## config.mk

```make
export PLATFORM = sky130hd
export DESIGN_NAME = quadrature_encoder_position_counter_top
export DESIGN_NICKNAME = d
export VERILOG_FILES = /design/src/rtl/qepc_pkg.sv /design/src/rtl/qepc_core.sv /design/src/rtl/quadrature_encoder_position_counter_top.sv
export SDC_FILE = /design/constraint.sdc
export NUM_CORES = 1
export LEC_CHECK = 0
export BUFFER_PORTS_ARGS = -buffer_cell sky130_fd_sc_hd__buf_2
export CAP_MARGIN = 15
export CORE_MARGIN = 4
export CORE_UTILIZATION = 50
export DETAILED_ROUTE_END_ITERATION = 8
export PLACE_DENSITY = 0.7
export SYNTH_ARGS = -nofsm -noshare
export SYNTH_HDL_FRONTEND = slang
export SYNTH_HIERARCHICAL = 1
export SYNTH_SLANG_ARGS = --single-unit
```

## constraint.sdc

```tcl
create_clock -name clk_i -period 14.2 [get_ports clk_i]
set_input_delay 2.13 -clock clk_i [delete_from_list [all_inputs] [get_ports clk_i]]
set_output_delay 2.13 -clock clk_i [all_outputs]
set_load 0.02 [all_outputs]
```

## src/rtl/qepc_pkg.sv

```systemverilog
// qepc_pkg: shared types, action codes and the x4 transition table
// for the quadrature encoder position counter. No dependencies.
`timescale 1ns / 1ps

package qepc_pkg;

  localparam int unsigned PositionWidthDefault = 32;
  localparam int unsigned FieldWidth = 32;
  localparam int unsigned DebounceWidth = 16;

  localparam logic DefButtonEnabled = 1'b1;
  localparam logic [DebounceWidth-1:0] DefDebounceMs = 16'd1;

  // config register indexes
  localparam logic CfgIdxButtonEnabled = 1'b0;
  localparam logic CfgIdxDebounceMs = 1'b1;

  typedef enum logic [2:0] {
    ACT_PIN_SAMPLE  = 3'd0,
    ACT_INIT_PINS   = 3'd1,
    ACT_SET_POS     = 3'd2,
    ACT_READ_DELTA  = 3'd3,
    ACT_BUTTON_EDGE = 3'd4,
    ACT_BUTTON_POLL = 3'd5
  } action_e;

  typedef struct packed {
    logic [2:0]                   action;
    logic                         clk_level;
    logic                         dt_level;
    logic [FieldWidth-1:0]        now_ms;
    logic signed [FieldWidth-1:0] new_position;
  } item_t;

  typedef struct packed {
    logic signed [FieldWidth-1:0] position;
    logic signed [FieldWidth-1:0] delta;
    logic [FieldWidth-1:0]        event_count;
    logic                         button_pressed;
  } result_t;

  typedef struct packed {
    logic                     button_enabled;
    logic [DebounceWidth-1:0] debounce_ms;
  } cfg_t;

  // {prev, cur} -> step; a skipped state counts as +/-2
  function automatic logic signed [2:0] step_lookup(input logic [3:0] idx);
    logic signed [2:0] s;
    case (idx)
      4'h1, 4'h7, 4'h8, 4'hE: s = 3'sd1;
      4'h2, 4'h4, 4'hB, 4'hD: s = -3'sd1;
      4'h3, 4'hC:             s = 3'sd2;
      4'h6, 4'h9:             s = -3'sd2;
      default:                s = 3'sd0;
    endcase
    return s;
  endfunction

endpackage

```

## src/rtl/qepc_core.sv

```systemverilog
// qepc_core: encoder/button state and the single-pass item logic.
// Depends on qepc_pkg.
`timescale 1ns / 1ps

module qepc_core #(
  parameter int unsigned POSITION_WIDTH = qepc_pkg::PositionWidthDefault
) (
  input  logic              clk_i,
  input  logic              rst_ni,
  input  logic              step_i,
  input  qepc_pkg::item_t   item_i,
  input  qepc_pkg::cfg_t    cfg_i,
  output qepc_pkg::result_t result_o
);

  localparam int unsigned FW = qepc_pkg::FieldWidth;

  logic [1:0]                       prev_pins_q, prev_pins_d;
  logic signed [POSITION_WIDTH-1:0] pos_q, pos_d;
  logic signed [POSITION_WIDTH-1:0] ref_q, ref_d;
  logic [FW-1:0]                    evt_q, evt_d;
  logic                             latch_q, latch_d;
  logic [FW-1:0]                    last_press_q, last_press_d;

  logic [1:0]                       pins;
  logic signed [2:0]                step;
  logic signed [POSITION_WIDTH-1:0] diff;
  logic [FW-1:0]                    elapsed;

  assign pins    = {item_i.dt_level, item_i.clk_level};
  assign step    = qepc_pkg::step_lookup({prev_pins_q, pins});
  assign diff    = pos_q - ref_q;
  assign elapsed = item_i.now_ms - last_press_q;

  always_comb begin
    prev_pins_d  = prev_pins_q;
    pos_d        = pos_q;
    ref_d        = ref_q;
    evt_d        = evt_q;
    latch_d      = latch_q;
    last_press_d = last_press_q;
    result_o.delta          = '0;
    result_o.button_pressed = 1'b0;
    unique case (item_i.action)
      qepc_pkg::ACT_PIN_SAMPLE: begin
        pos_d       = pos_q + POSITION_WIDTH'(step);
        evt_d       = evt_q + FW'(1);
        prev_pins_d = pins;
      end
      qepc_pkg::ACT_INIT_PINS: prev_pins_d = pins;
      qepc_pkg::ACT_SET_POS: begin
        pos_d = POSITION_WIDTH'(item_i.new_position);
        ref_d = POSITION_WIDTH'(item_i.new_position);
      end
      qepc_pkg::ACT_READ_DELTA: begin
        result_o.delta = FW'(diff);
        ref_d          = pos_q;
      end
      qepc_pkg::ACT_BUTTON_EDGE: begin
        if (elapsed > FW'(cfg_i.debounce_ms)) begin
          latch_d      = 1'b1;
          last_press_d = item_i.now_ms;
        end
      end
      qepc_pkg::ACT_BUTTON_POLL: begin
        if (cfg_i.button_enabled && latch_q) begin
          latch_d                 = 1'b0;
          result_o.button_pressed = 1'b1;
        end
      end
      default: ;  // unused codes leave state alone
    endcase
    result_o.position    = FW'(pos_d);
    result_o.event_count = evt_d;
  end

  always_ff @(posedge clk_i or negedge rst_ni) begin
    if (!rst_ni) begin
      prev_pins_q  <= '0;
      pos_q        <= '0;
      ref_q        <= '0;
      evt_q        <= '0;
      latch_q      <= 1'b0;
      last_press_q <= '0;
    end else if (step_i) begin
      prev_pins_q  <= prev_pins_d;
      pos_q        <= pos_d;
      ref_q        <= ref_d;
      evt_q        <= evt_d;
      latch_q      <= latch_d;
      last_press_q <= last_press_d;
    end
  end

endmodule

```

## src/rtl/quadrature_encoder_position_counter_top.sv

```systemverilog
// Quadrature encoder position counter, top level: handshake, config
// registers, input and result registers. Depends on qepc_pkg, qepc_core.
`timescale 1ns / 1ps

// One item is taken per clock; after acceptance the item lands in an
// input register, then one pass of table lookup plus a POSITION_WIDTH-bit
// add (or the 32-bit debounce subtract and compare) updates the state and
// fills the result register. Sustained rate is one item per cycle, limited
// only by out_stall_i. While a finished result waits downstream the input
// register can still take one item; once it holds that item the input
// stalls until the result is taken.
// Action codes: 0 pin sample (x4 decode, skipped states count +/-2),
// 1 init pins, 2 set position (also sets the delta reference), 3 read
// delta, 4 button edge (debounced on wrapping ms time), 5 button poll.
// Position wraps at POSITION_WIDTH bits and is sign-extended or truncated
// to 32 bits on the output. Config (index 0 button_enabled, index 1
// debounce_ms) is written through cfg_we_i; the user must do so only while
// no item is in flight, which the block itself does not enforce.
module quadrature_encoder_position_counter_top #(
  parameter int unsigned POSITION_WIDTH = qepc_pkg::PositionWidthDefault
) (
  input  logic        clk_i,
  input  logic        rst_ni,
  // config write port
  input  logic        cfg_we_i,
  input  logic        cfg_idx_i,
  input  logic [15:0] cfg_data_i,
  // input item
  input  logic        in_valid_i,
  output logic        in_stall_o,
  input  logic [2:0]  action_i,
  input  logic        clk_level_i,
  input  logic        dt_level_i,
  input  logic [31:0] now_ms_i,
  input  logic signed [31:0] new_position_i,
  // result item
  output logic        out_valid_o,
  input  logic        out_stall_i,
  output logic signed [31:0] position_o,
  output logic signed [31:0] delta_o,
  output logic [31:0] event_count_o,
  output logic        button_pressed_o
);

  qepc_pkg::cfg_t    cfg_q;
  qepc_pkg::item_t   item_q;
  qepc_pkg::result_t res_d, res_q;
  logic              s1_valid_q;
  logic              out_valid_q;
  logic              s1_adv;
  logic              core_step;

  // result register frees up when empty or taken this cycle
  assign s1_adv     = !out_valid_q || !out_stall_i;
  assign in_stall_o = s1_valid_q && !s1_adv;
  assign core_step  = s1_valid_q && s1_adv;

  always_ff @(posedge clk_i or negedge rst_ni) begin
    if (!rst_ni) begin
      cfg_q.button_enabled <= qepc_pkg::DefButtonEnabled;
      cfg_q.debounce_ms    <= qepc_pkg::DefDebounceMs;
    end else if (cfg_we_i) begin
      unique case (cfg_idx_i)
        qepc_pkg::CfgIdxButtonEnabled: cfg_q.button_enabled <= cfg_data_i[0];
        qepc_pkg::CfgIdxDebounceMs:    cfg_q.debounce_ms    <= cfg_data_i;
        default: ;
      endcase
    end
  end

  // input register
  always_ff @(posedge clk_i or negedge rst_ni) begin
    if (!rst_ni) begin
      s1_valid_q <= 1'b0;
    end else if (!in_stall_o) begin
      s1_valid_q <= in_valid_i;
    end
  end

  always_ff @(posedge clk_i) begin
    if (in_valid_i && !in_stall_o) begin
      item_q.action       <= action_i;
      item_q.clk_level    <= clk_level_i;
      item_q.dt_level     <= dt_level_i;
      item_q.now_ms       <= now_ms_i;
      item_q.new_position <= new_position_i;
    end
  end

  qepc_core #(
    .POSITION_WIDTH(POSITION_WIDTH)
  ) u_core (
    .clk_i   (clk_i),
    .rst_ni  (rst_ni),
    .step_i  (core_step),
    .item_i  (item_q),
    .cfg_i   (cfg_q),
    .result_o(res_d)
  );

  // result register
  always_ff @(posedge clk_i or negedge rst_ni) begin
    if (!rst_ni) begin
      out_valid_q <= 1'b0;
    end else if (s1_adv) begin
      out_valid_q <= s1_valid_q;
    end
  end

  always_ff @(posedge clk_i) begin
    if (core_step) begin
      res_q <= res_d;
    end
  end

  assign out_valid_o      = out_valid_q;
  assign position_o       = res_q.position;
  assign delta_o          = res_q.delta;
  assign event_count_o    = res_q.event_count;
  assign button_pressed_o = res_q.button_pressed;

  // stall only while the input register holds an item
  a_stall_needs_item: assert property (@(posedge clk_i) disable iff (!rst_ni)
    in_stall_o |-> s1_valid_q)
    else $error("input stalled with empty input register");

  // an item in flight with a free result register moves on next cycle
  a_item_advances: assert property (@(posedge clk_i) disable iff (!rst_ni)
    s1_valid_q && !out_valid_q |=> out_valid_q)
    else $error("item did not reach result register");

  // poll and read delta are different actions
  a_press_no_delta: assert property (@(posedge clk_i) disable iff (!rst_ni)
    out_valid_o && button_pressed_o |-> delta_o == '0)
    else $error("press reported together with a delta");

endmodule
```

==> impl_metrics.json, run 1 <==
{
  "slew_viol_final": 0,
  "status": "complete, no violations",
  "ff2ff_setup_slack_ns": 8.44,
  "max_slew_margin_pct": 28.89,
  "overflow": 0,
  "worst_ir_drop_vdd_uv": 122.7,
  "start_util_pct": 50.89,
  "synth_commonest_cells": "edfxtp_1 (166), nand2_1 (153), dfrtp_1 (148), inv_1 (117), ha_1 (113)",
  "synth_area_um2": 17670,
  "ant_nets": 0,
  "fmaxAchievable_mhz": 173.5,
  "post_cts_buffers": 0,
  "core_area_um2": 34710,
  "cts_hold_buf": 0,
  "synth-edff-count": 166,
  "hpwl_um": 29290,
  "hold_viol_final": 0,
  "avgSynthCellArea_um2": 10.59,
  "via_per_inst": 5.649,
  "ys_types": 79,
  "p_leak_nw": 9.021,
  "power_density_nw_per_um2": 191.2,
  "cp_data_arrival_time_ns": 6.18,
  "grt_max_degree": 169,
  "critPathBufInv": 1,
  "reg2reg_to": "u_core/last_press_q[5]",
  "dp_slack_ns": 8.381,
  "startpoint_type": "register",
  "period_minus_slack_ns": 5.763,
  "reg2regPathDepth": 21,
  "syn2layout_area_growth_pct": 14.58,
  "fin_nets": 2058,
  "holdPathEnd": "u_core/latch_q",
  "critPathSlowestCell": "nand2_2",
  "worstSetupEndpointType": "register",
  "antenna_found_initial": 3,
  "fin_crit_sh_pct": 40.59,
  "setup_viol": 0,
  "synth_cells": 1669,
  "syn_nets": 1876,
  "die_w_um": 196.0,
  "clk_latency_ns": 0.55,
  "place_area_um2": 19050,
  "cts_sinks": 316,
  "hold_path.class": "register to register",
  "hold_path_depth": 2,
  "yosysMostFrequentCell": "edfxtp_1",
  "cts_root_buf": "clkbuf_16",
  "synth_seq_area_share_pct": 49.48,
  "ys_warn_count": 6,
  "ctsHtreeMaxLevel": 2,
  "wl_per_cell_um": 17.80,
  "rows": 68,
  "drt_iter0_drc": 990,
  "hold_ws_ns": 0.4765,
  "async_flop_share_pct": 47.47,
  "n_fill_cell": 2972,
  "fin_ws_ns": 8.437,
  "io_buffers": 189,
  "crit_family": "simple AND/OR/NAND/NOR gates",
  "ctsResizeCount": 0,
  "gr-usage-all-layers_pct": 21.51,
  "synthTopCellsByArea": "edfxtp_1 (28%), dfrtp_1 (21%), ha_1 (8.0%), xnor2_1 (4.8%), nand2_1 (3.3%)",
  "skew_ns": 0.02156,
  "clk_pin_slew_ns": 0.06,
  "wl_um": 41570,
  "drive_above_1_share_pct": 16.70,
  "crit_required_ns": 14.62,
  "io_pins": 190,
  "finalSetupTns_ns": 0,
  "synth.top_cell.area_share_pct": 28.22,
  "vias": 13200,
  "design_area_um2": 20240,
  "worst_pin_slew_ns": 1.067,
  "gp_routability_congestion": 0.8718,
  "cts_tree": "done",
  "synth_ff_type": "edfxtp_1",
  "crit_fanout": 33,
  "grt_setup_unrepaired": "false",
  "yosys.area.top_type": "edfxtp_1",
  "cpPeakStageDelay_ns": 0.64,
  "rr_startpoint": "u_core/last_press_q[1]",
  "grt_pass1_wl_um": 67560,
  "clockBufferDepth": 3,
  "cap_violations": 0,
  "drc": 0,
  "grt_pass1_vias": 13060,
  "numCtsBuffers": 37,
  "ys_seq_elements": 316,
  "design.die.area_um2": 38410,
  "critPathKind": "register to register",
  "min_from": "u_core/latch_q",
  "first_pass_iters": 6,
  "worstPathCellList": "inv_1, ha_1, nor2b_1, o31ai_1, nand2b_1, a21o_1, and3_1, o21ai_0, nand2b_1, a21oi_1, xnor2_1, ha_1, nand4_1, nor4_1, a22oi_1, a2111oi_0, o211ai_1, nor4b_2, nand4_1, nand2_2, mux2_1",
  "die_y_um": 196.0
}
-- layer usage --
layer  GRT usage (%)  vias to the layer above  share of wire, %
met5               0                        -             0.065
met4           6.077                        4               2.6
met3           4.688                       86               6.8
met2           36.44                      406                48
met1           28.03                     6305                42
li1                -                     6394                 -
-- flip-flops by register name, summed over array words and instances, names as in the netlist, 2 cells and up --
name / flops
item_q: 69
delta_o: 32
u_core/prev_pins_q: 2
cfg_q: 17
u_core/pos_q: 32
position_o: 32
u_core/evt_q: 32
u_core/last_press_q: 32
event_count_o: 32
u_core/ref_q: 32
-- how the worst max path moves through the flow --
stage	from	end	depth (start not counted)
2_1_floorplan	out_stall_i	u_core/last_press_q[15]	7
3_3_place_gp	item_q[42]	u_core/last_press_q[7]	17
3_5_place_dp	item_q[42]	u_core/last_press_q[5]	17
4_1_cts	item_q[42]	u_core/last_press_q[5]	17
5_1_grt	u_core/last_press_q[1]	u_core/last_press_q[12]	21
6_report	u_core/last_press_q[1]	u_core/last_press_q[5]	21
-- power breakdown --
group	switching, W	internal, W	total [W]
clock network	0.000379	0.000548	0.000927
logic	0.000954	0.000712	0.00167
registers	0.000126	0.00115	0.00128
-- worst reg2reg max path: stages (launching register included) --
cell       delay (ns)
dfrtp_1          0.38
inv_1            0.07
ha_1             0.28
nor2b_1          0.15
o31ai_1          0.37
nand2b_1         0.10
a21o_1           0.22
and3_1           0.20
o21ai_0          0.20
nand2b_1         0.11
a21oi_1          0.20
xnor2_1          0.09
ha_1             0.31
nand4_1          0.11
nor4_1           0.40
a22oi_1          0.17
a2111oi_0        0.61
o211ai_1         0.20
nor4b_2          0.25
nand4_1          0.15
nand2_2          0.64
mux2_1           0.41
-- metrics by stage --
stage / utilization [%] / cells / total power, W
after floorplan: - / 1669 / 0.002543
after global placement: 54.88 / 2267 / 0.002886
after detailed placement: 54.88 / 2267 / 0.002932
after CTS: 58.31 / 2335 / 0.003882
after global routing: 58.32 / 2336 / 0.004154
final: 58.32 / 2336 / 0.003870
-- cell families after synthesis --
kind of cell / Yosys count / synth area share (%)
xor gates and xnor gates: 137 / 6.792
DFF: 316 / 49.48
AOI/OAI and AO/OA: 418 / 15.01
adders and majority gates: 116 / 8.343
buffers and inverters: 177 / 3.987
and+or+nand+nor: 432 / 11.60
muxes: 73 / 4.795
-- final cells by class --
cell class | count | area (µm²) | area share [%]
timing repair buffer | 202 | 1062 | 5.248
antenna | 1 | 2.502 | 0.01236
multi-input combinational | 1176 | 8235 | 40.68
clock inverter | 20 | 170.2 | 0.8406
tap | 455 | 569.3 | 2.812
inverter | 118 | 442.9 | 2.188
clock buffer | 48 | 1020 | 5.037
sequential | 316 | 8741 | 43.18
-- cell usage in the layout (no fill, tap or decap), types with 35 or more instances in the layout --
cell type / n
clkbuf_16: 39
ha_1: 113
a21oi_1: 111
xor2_1: 41
buf_2: 188
nor2_1: 105
nand3_1: 36
nand2_1: 153
o22ai_1: 35
edfxtp_1: 166
o21ai_0: 94
dfrtp_1: 148
a21o_1: 49
inv_1: 117
xnor2_1: 96
Note: power is estimated with default switching activity, not from simulation.
==> run 2: changes to the inputs <==
==> constraint.sdc (replaced) <==
create_clock -name clk_i -period 6 [get_ports clk_i]
set_input_delay 0.9 -clock clk_i [delete_from_list [all_inputs] [get_ports clk_i]]
set_output_delay 0.9 -clock clk_i [all_outputs]
set_load 0.02 [all_outputs]
==> impl_metrics.json, run 2 (same netlist as run 1, synthesis figures left out) <==
{
  "ant_nets": 0,
  "die_w_um": 196.0,
  "drt_iter0_drc": 964,
  "syn2layout_area_growth_pct": 14.44,
  "worst_ir_drop_vdd_uv": 301.8,
  "final_cell_mix": "buf_2 (188), edfxtp_1 (166), nand2_1 (153)",
  "design.die.area_um2": 38410,
  "top_register": "item_q",
  "post_cts_buffers": 0,
  "hold_path.class": "register to register",
  "cts_tree": "done",
  "crit_fanout": 32,
  "gp_routability_congestion": 0.8961,
  "io_pins": 190,
  "power_density_nw_per_um2": 450.8,
  "wl_per_cell_um": 17.96,
  "wl_um": 41950,
  "fin_nets": 2058,
  "via_per_inst": 5.659,
  "die_y_um": 196.0,
  "crit_required_ns": 6.41,
  "core_area_um2": 34710,
  "top_layer": "met5",
  "clk_latency_ns": 0.55,
  "clk_pin_slew_ns": 0.06,
  "finalSetupTns_ns": 0,
  "ctsResizeCount": 0,
  "hpwl_um": 29790,
  "skew_ns": 0.03026,
  "grt_max_degree": 107,
  "cp_data_arrival_time_ns": 5.91,
  "cap_violations": 0,
  "wl_met3_um": 2440,
  "drive_above_1_share_pct": 16.51,
  "max_slew_margin_pct": 27.44,
  "grt_pass1_vias": 13210,
  "hold_ws_ns": 0.4746,
  "final_common_cell": "buf_2",
  "antenna_found_initial": 3,
  "overflow": 0,
  "cts_sinks": 316,
  "vias": 13210,
  "setup_viol": 0,
  "first_pass_iters": 6,
  "period_minus_slack_ns": 5.493,
  "layout.cells.non_filler": 2335,
  "worst_pin_slew_ns": 1.088,
  "grt_setup_unrepaired": "false",
  "gr-usage-all-layers_pct": 21.62,
  "dpl.cell_count": 2268,
  "start_util_pct": 50.89,
  "numCtsBuffers": 36,
  "fin_crit_sh_pct": 91.55,
  "hold_viol_final": 0,
  "status": "complete, no violations",
  "ctsHtreeMaxLevel": 2,
  "io_buffers": 189,
  "p_leak_nw": 8.997,
  "cts_hold_buf": 0,
  "clockBufferDepth": 3,
  "startpoint_type": "register",
  "critPathKind": "register to register",
  "cts_root_buf": "clkbuf_16",
  "grt_pass1_wl_um": 67670,
  "route.met2.wl_um": 20370,
  "fmaxAchievable_mhz": 182.0,
  "rows": 68,
  "worstSetupEndpointType": "register",
  "drc": 0,
  "met1_length_um": 18010,
  "largest_reg_flops": 69,
  "slew_viol_final": 0
}
run 2: cell types whose count changed in the layout (fill, tap and decap cells not counted):
cell / before / now
and2_0: 1 / 0
and2_2: 0 / 1
buf_4: 12 / 13
clkbuf_1: 8 / 11
clkbuf_16: 39 / 36
clkbuf_8: 1 / 6
clkinv_2: 10 / 4
clkinv_4: 3 / 1
clkinv_8: 0 / 1
clkinvlp_4: 0 / 1
diode_2: 1 / 2
inv_6: 3 / 1
run 2: worst max-delay path, stage by stage, from the launching register on:
cell	delay [ns]
edfxtp_1	0.40
ha_1	0.41
and4_4	0.22
a211o_1	0.30
or3_1	0.39
o21ai_4	0.27
o21ai_0	0.15
xor2_1	0.17
ha_1	0.30
nand4_1	0.13
nor4_1	0.41
a22oi_1	0.15
a2111oi_0	0.74
o211ai_1	0.20
nor4b_2	0.25
nand4_1	0.14
nand2_2	0.13
buf_12	0.22
mux2_1	0.36
run 2: area by class of cell:
class | instances | area, µm²
multi-input cells | 1176 | 8237
fillers | 2911 | 14500
clock inverters | 12 | 128.9
diodes | 2 | 5.005
inverters | 118 | 442.9
clock buffers | 53 | 1025
repair buffers | 203 | 1070
well taps | 455 | 569.3
flip-flops and latches | 316 | 8741
run 2: power breakdown:
group / internal [W] / switching [W]
clock: 0.00127 / 0.000875
combinational: 0.00168 / 0.00226
sequential: 0.00272 / 0.000295
total: 0.00568 / 0.00343
run 2: layer usage:
metal	vias to the layer above	GRT usage [%]
met1	6352	28.17
met5	-	0
li1	6399	-
met2	379	36.26
met4	2	7.396
met3	81	4.379
run 2: worst paths after layout:
check                                       from                endpoint  slack [ns]  cells after the start
worst min-delay path            u_core/ref_q[29]        u_core/ref_q[29]        0.47                      2
worst max register to register        item_q[41]  u_core/last_press_q[0]        0.51                     18
worst min register to register  u_core/ref_q[29]        u_core/ref_q[29]        0.47                      2
min in group asynchronous                 rst_ni        u_core/evt_q[15]        0.48                      1
max in group asynchronous                 rst_ni         u_core/ref_q[6]        4.36                      2
worst max-delay path                  item_q[41]  u_core/last_press_q[0]        0.51                     18
run 2: per-stage QoR:
| step | area (µm²) | setup slack, ns | power (W) | utilization, % |
|---|---|---|---|---|
| after global placement | 19060 | 0.7476 | 0.006829 | 54.91 |
| after CTS | 20210 | 0.4676 | 0.009157 | 58.23 |
| after floorplan | 17670 | 0.8874 | 0.006008 | - |
| final | 20220 | 0.5068 | 0.009115 | 58.24 |
| after detailed placement | 19060 | 0.4932 | 0.006950 | 54.91 |
| after global routing | 20220 | 0.1581 | 0.009779 | 58.24 |
==> run 3: changes to the inputs <==
--- a/config.mk
+++ b/config.mk
@@ -7,10 +7,13 @@
 export LEC_CHECK = 0
 export BUFFER_PORTS_ARGS = -buffer_cell sky130_fd_sc_hd__buf_2
 export CAP_MARGIN = 15
+export CELL_PAD_IN_SITES_DETAIL_PLACEMENT = 1
+export CELL_PAD_IN_SITES_GLOBAL_PLACEMENT = 1
+export CORE_ASPECT_RATIO = 0.8
 export CORE_MARGIN = 4
-export CORE_UTILIZATION = 50
+export CORE_UTILIZATION = 47
 export DETAILED_ROUTE_END_ITERATION = 8
-export PLACE_DENSITY = 0.7
+export PLACE_DENSITY_LB_ADDON = 0.1
 export SYNTH_ARGS = -nofsm -noshare
 export SYNTH_HDL_FRONTEND = slang
 export SYNTH_HIERARCHICAL = 1
==> impl_metrics.json, run 3 (same netlist as run 1, synthesis figures left out) <==
{
  "worst_pin_slew_ns": 0.8406,
  "fin_util_pct": 55.04,
  "cap_violations": 0,
  "n_fill_cell": 4097,
  "largest_reg_flops": 69,
  "first_pass_iters": 5,
  "hold_viol_final": 0,
  "fin_crit_sh_pct": 92.76,
  "io_buffers": 189,
  "final_cell_mix": "buf_2 (188), edfxtp_1 (166), nand2_1 (152)",
  "status": "complete, no violations",
  "hpwl_um": 34510,
  "power_density_nw_per_um2": 460.3,
  "critPathSlowestCell": "a2111oi_0",
  "grt_max_degree": 70,
  "ctsResizeCount": 0,
  "start_util_pct": 47.69,
  "period_minus_slack_ns": 5.566,
  "fin_nets": 2063,
  "clk_pin_slew_ns": 0.06,
  "worstPathCellList": "ha_1, and4_4, a211o_1, or3_1, o21ai_4, o21ai_0, xor2_1, ha_1, nand4_1, nor4_1, a22oi_1, a2111oi_0, o211ai_1, nor4b_2, nand4_1, nand2_2, buf_12, mux2_1",
  "antenna_found_initial": 8,
  "drive_above_1_share_pct": 16.99,
  "grt_pass1_wl_um": 77600,
  "rows": 63,
  "top_register": "item_q",
  "gp_routability_congestion": 0.8649,
  "cts_hold_buf": 0,
  "numCtsBuffers": 36,
  "crit_fanout": 28,
  "startpoint_type": "register",
  "clk_latency_ns": 0.54,
  "multi_input_area_um2": 8238,
  "cpPeakStageDelay_ns": 0.60,
  "via_per_inst": 5.628,
  "cts_root_buf": "clkbuf_16",
  "grt_pass1_vias": 14220,
  "gr-usage-all-layers_pct": 23.58,
  "die_y_um": 181.4,
  "io_pins": 190,
  "critPathKind": "register to register",
  "overflow": 0,
  "hold_path.class": "input pin to async pin",
  "vias": 13350,
  "regArea_um2": 8741,
  "drc": 0,
  "cp_data_arrival_time_ns": 5.98,
  "ctsHtreeMaxLevel": 2,
  "slew_viol_final": 0,
  "wl_um": 48500,
  "finalPower_w": 0.009386,
  "finalSetupTns_ns": 0,
  "post_cts_buffers": 0,
  "layout.cells.non_filler": 2372,
  "worstSetupEndpointType": "register",
  "grt_setup_unrepaired": "false",
  "wl_per_cell_um": 20.45,
  "cts_tree": "done",
  "setup_viol": 0,
  "final_common_cell": "buf_2",
  "clockBufferDepth": 3,
  "max_slew_margin_pct": 43.93,
  "die_w_um": 224.8,
  "core_area_um2": 37050,
  "dp_slack_ns": 0.4216,
  "skew_ns": 0.03431,
  "fmaxAchievable_mhz": 179.7,
  "crit_required_ns": 6.41,
  "ant_nets": 0,
  "p_leak_nw": 9.070,
  "syn2layout_area_growth_pct": 15.41,
  "fin_ws_ns": 0.4344,
  "drt_iter0_drc": 802,
  "worst_ir_drop_vdd_uv": 248.5,
  "design.die.area_um2": 40770,
  "dpl.cell_count": 2303,
  "cts_sinks": 316
}
run 3: cell types whose count changed in the layout (fill, tap and decap cells not counted), sizes merged:
cell	delta
clkinvlp	+1
buf	+5
clkinv	+7
clkbuf	-8
diode	-1
bufinv	+1
run 3: final timing paths:
check                               start  slack [ns]                       to  depth (start not counted)
setup / recovery               item_q[42]        0.43  u_core/last_press_q[21]                         18
hold / removal                     rst_ni        0.33   u_core/last_press_q[7]                          1
setup reg to reg               item_q[42]        0.43  u_core/last_press_q[21]                         18
hold reg to reg            u_core/latch_q        0.48           u_core/latch_q                          2
max in group asynchronous          rst_ni        4.50          u_core/pos_q[0]                          2
min in group clk_i         u_core/latch_q        0.48           u_core/latch_q                          2
run 3: final cells by class:
class / instances / share of cell area [%]
diodes: 1 / 0.01227
clock buffers: 45 / 4.995
clock inverters: 21 / 0.9696
inverters: 118 / 2.172
multi-input cells: 1176 / 40.40
flip-flops and latches: 316 / 42.87
well taps: 487 / 2.988
repair buffers: 208 / 5.590
run 3: metrics by stage:
stage / instance area [µm²] / hold WS [ns]
floorplan: 17670 / 0.4428
global placement: 19120 / 0.4635
detailed placement: 19120 / 0.4650
CTS: 20340 / 0.3251
global route: 20390 / 0.3462
finish: 20390 / 0.3253
run 3: routing by layer:
metal	routed length, µm	global-route usage, %	share of wire [%]	up-vias
met3	2239	4.800	4.6	70
li1	-	-	-	6386
met4	856	5.071	1.8	14
met2	22110	37.26	46	226
met1	23210	33.98	48	6653
met5	82	0	0.17	-
run 3: power by group:
part / leakage [nW] / total (W) / internal [W] / switching (W)
sequential: 3.48 / 0.00302 / 0.00272 / 0.000300
clock: 0.597 / 0.00226 / 0.00134 / 0.000916
combinational: 4.99 / 0.00411 / 0.00170 / 0.00241
total: 9.07 / 0.00939 / 0.00576 / 0.00362
run 3: critical path: cells and delay by family (launching register included):
family	cells	cell delay, ns
AO/OA/AOI/OAI	6	1.79
AND/OR/NAND/NOR	7	1.74
adder cells (fa/ha/maj)	2	0.75
flip-flops	1	0.40
multiplexers	1	0.35
buffers and inverters	1	0.23
XOR/XNOR	1	0.18
